**config.mk**
```make
export PLATFORM = sky130hd
export DESIGN_NAME = ffca_ram
export DESIGN_NICKNAME = d
export VERILOG_FILES = /design/src/hdl/ffca_ram.sv
export SDC_FILE = /design/constraint.sdc
export NUM_CORES = 2
export LEC_CHECK = 0
export BUFFER_PORTS_ARGS = -buffer_cell sky130_fd_sc_hd__buf_2
export CORE_ASPECT_RATIO = 0.8
export CORE_MARGIN = 10
export CORE_UTILIZATION = 40
export DETAILED_ROUTE_END_ITERATION = 6
export SLEW_MARGIN = 20
export SYNTH_ARGS = -nofsm -noshare
export SYNTH_HDL_FRONTEND = slang
export SYNTH_SLANG_ARGS = --single-unit
```
**constraint.sdc**
```tcl
create_clock -name i_clk -period 16.3 [get_ports i_clk]
set_input_delay 3.26 -clock i_clk [delete_from_list [all_inputs] [get_ports i_clk]]
set_output_delay 3.26 -clock i_clk [all_outputs]
set_load 0.02 [all_outputs]
```
**src/hdl/ffca_ram.sv**
```systemverilog
`timescale 1ns / 1ps
`default_nettype none
// ----------------------------------------------------------------------------
// ffca_ram
// Generic simple dual-port RAM: one write port, one registered read port.
// ----------------------------------------------------------------------------
module ffca_ram #(
    parameter int WIDTH = 64,
    parameter int DEPTH = 64
) (
    input  wire logic                     i_clk,
    input  wire logic                     i_we,
    input  wire logic [$clog2(DEPTH)-1:0] i_waddr,
    input  wire logic [WIDTH-1:0]         i_wdata,
    input  wire logic [$clog2(DEPTH)-1:0] i_raddr,
    output      logic [WIDTH-1:0]         o_rdata
);
    logic [WIDTH-1:0] r_mem [DEPTH];

    always_ff @(posedge i_clk) begin
        if (i_we) begin
            r_mem[i_waddr] <= i_wdata;
        end
        o_rdata <= r_mem[i_raddr];
    end
endmodule
`default_nettype wire

```
==> impl_metrics.tcl <==
set metrics [dict create \
    worst_pin_slew_ns 1.20 \
    path_clk_slew_ns 0.06 \
    final_area_mm2 0.177 \
    drv_cap 0 \
    cts.htree.levels 5 \
    grt_max_degree 111 \
    drive_gt1_frac 0.282 \
    skew_ns 0.0333 \
    grt_pass1_vias 75809 \
    num_rows 205 \
    clock_sinks 4160 \
    ctsHoldBuffers 0 \
    wl_um 449000 \
    worst-setup-path-type "primary input to flop" \
    nFillCells 31809 \
    post-cts-setup-buffers 0 \
    p_sw_mw 4.66 \
    grt_overflow 0 \
    final_common_cell "edfxtp_1" \
    cp_data_arrival_time_ns 7.49 \
    die_area_mm2 0.416 \
    cts_tree "done" \
    cp-start-kind "primary input" \
    swShare 0.211 \
    synth.net_count 6676 \
    clock.fmax_mhz 149 \
    slew-limit-headroom 0.198 \
    ys_seq_elements 4160 \
    hpwlAfterDp_um 225000 \
    dr.pass1.iters 6 \
    hold_class "flop to flop" \
    wire_per_inst_um 36.0 \
    critPathRequiredTime_ns 17.06 \
    p_clk_frac 0.415 \
    area_growth_pct 13.3 \
    viasPerCell 6.13 \
    route.detailed.drc 0 \
    synth_warnings 0 \
    fp.dieW_um 719 \
    ioPinCount 142 \
    p_int_mw 17.4 \
    crit_chain "buf_12 > buf_4 > buf_4 > buf_4 > mux4_2 > mux2i_1 > nand2_1 > a41oi_1 > a211oi_1" \
    cts_resized 0 \
    seq_area_frac_synth 0.795 \
    drt-initial-drc-count 11138 \
    syn_inst 6598 \
    grt_antenna_before_repair 52 \
    netlist_area_mm2 0.156 \
    drv_slew 0 \
    grt_usage 0.210 \
    antenna_left 0 \
    total_power_mw 22.1 \
    postPlaceCellArea_mm2 0.164 \
    power_frac_seq 0.539 \
    grt_pass1_wl_um 620000 \
    leakagePower_nw 54.6 \
    rsz0062_at_grt "no" \
    cts-buffers-inserted 399 \
    finalSetupViolCount 0 \
    avgSynthCellArea_um2 23.7 \
    synth_cell_types 33 \
    layout_common_cells "edfxtp_1 (4,096), mux4_2 (1,024), clkbuf_16 (407)" \
    period_share 0.413 \
    vias 76573 \
    io_buffers 141 \
    gp_congestion 0.753 \
    vdd_ir_drop_max_mv 0.101 \
    p_per_area_mw_per_mm2 125 \
    status "complete, no violations" \
    ff2ff_setup_slack_ns 14.21 \
    start_util 0.401 \
    min_period_ns 6.73 \
    critPathSlowestCell "buf_4" \
    cp_common_cell "buf_4" \
    die_y_um 579 \
    p_comb_frac 0.046 \
    max-clock-path-buffers 4 \
    core_mm2 0.390 \
    root_buffer "clkbuf_16" \
    end_kind "flop" \
    layout.nets 7044 \
    tns_ns 0 \
    cp_max_fo 83 \
    hold_viol_final 0 \
    clock_latency_ns 0.93 \
    cpPeakStageDelay_ns 0.80 \
]
==> flip-flops by register name, summed over array words and instances (netlist names) <==
name / flops
r_mem: 4096
o_rdata: 64
==> metrics by stage <==
stage                util  hold slack, ns  instances  setup WS (ns)
CTS                 0.454           0.840      12465           9.46
floorplan               -           0.788       6598           7.60
detailed placement  0.421           0.828      11735           8.53
global route        0.455           0.893      12476           9.14
global placement    0.421           0.820      11733           8.50
finish              0.455           0.841      12484           9.57
==> cell type report <==
class / instances / area (um2) / area share
sequential: 4160 / 124000 / 0.702
clock inverter: 206 / 1920 / 0.0109
inverter: 19 / 71.3 / 0.000403
timing repair buffer: 337 / 2690 / 0.0152
clock buffer: 524 / 10900 / 0.0614
antenna: 14 / 35.0 / 0.000198
multi-input combinational: 2049 / 30800 / 0.174
tap: 5175 / 6470 / 0.0366
==> critical path: cells and delay by family <==
| kind | cells | cell delay [ns] |
|---|---|---|
| AO/OA/AOI/OAI | 2 | 0.42 |
| buffers and inverters | 4 | 2.64 |
| multiplexers | 2 | 0.79 |
| AND/OR/NAND/NOR | 1 | 0.09 |
==> path summary, 6_finish.rpt <==
kind,start,endpoint,depth (start not counted)
max,i_raddr[0],o_rdata[8],9
min,r_mem[23][61],o_rdata[61],4
max reg2reg,r_mem[55][41],o_rdata[41],5
min reg2reg,r_mem[23][61],o_rdata[61],4
==> kinds of logic after synthesis <==
| logic type | synth area share |
|---|---|
| simple gates | 0.0124 |
| mux | 0.156 |
| compound gates | 0.0248 |
| buf+inv | 0.0118 |
| flops | 0.795 |
==> cell usage after synthesis (all sizes together) <==
cell,instances,area share
a211oi,63,0.0030
a22o,88,0.0049
a22oi,168,0.0081
a2bb2oi,19,0.0011
a31o,1,0.000056
a31oi,18,0.00072
a41oi,26,0.0015
and2,3,0.00012
and3,64,0.0026
buf,230,0.0080
clkbuf,140,0.0034
dfxtp,64,0.0082
edfxtp,4096,0.79
inv,19,0.00046
mux2i,135,0.0086
mux4,1024,0.15
nand2,58,0.0014
nand2b,11,0.00044
nand3,45,0.0014
nand3b,2,0.000096
nand4,2,0.000080
nand4b,1,0.000056
nor2,112,0.0027
nor2b,28,0.0011
nor3,2,0.000064
o221ai,38,0.0021
o22ai,83,0.0033
or2,28,0.0011
or3,29,0.0012
or3b,1,0.000056
==> power by group through the flow <==
stage | logic (mW) | registers [mW] | clock network [mW]
detailed placement | 1.02 | 12.1 | 0
CTS | 1.02 | 11.9 | 9.30
finish | 1.02 | 11.9 | 9.18
global placement | 1.00 | 12.1 | 0
global route | 1.08 | 11.9 | 9.73
floorplan | 0.552 | 12.1 | 0
==> routing by layer <==
metal | up-vias | part of all wire | global-route usage | wire length [um]
li1 | 29263 | - | - | -
met1 | 42206 | 0.42 | 0.311 | 188000
met2 | 4350 | 0.46 | 0.321 | 205000
met3 | 736 | 0.097 | 0.0395 | 43400
met4 | 18 | 0.028 | 0.0551 | 12500
met5 | - | 0.00026 | 0 | 116
No activity file was read; power rests on OpenSTA's default activity.
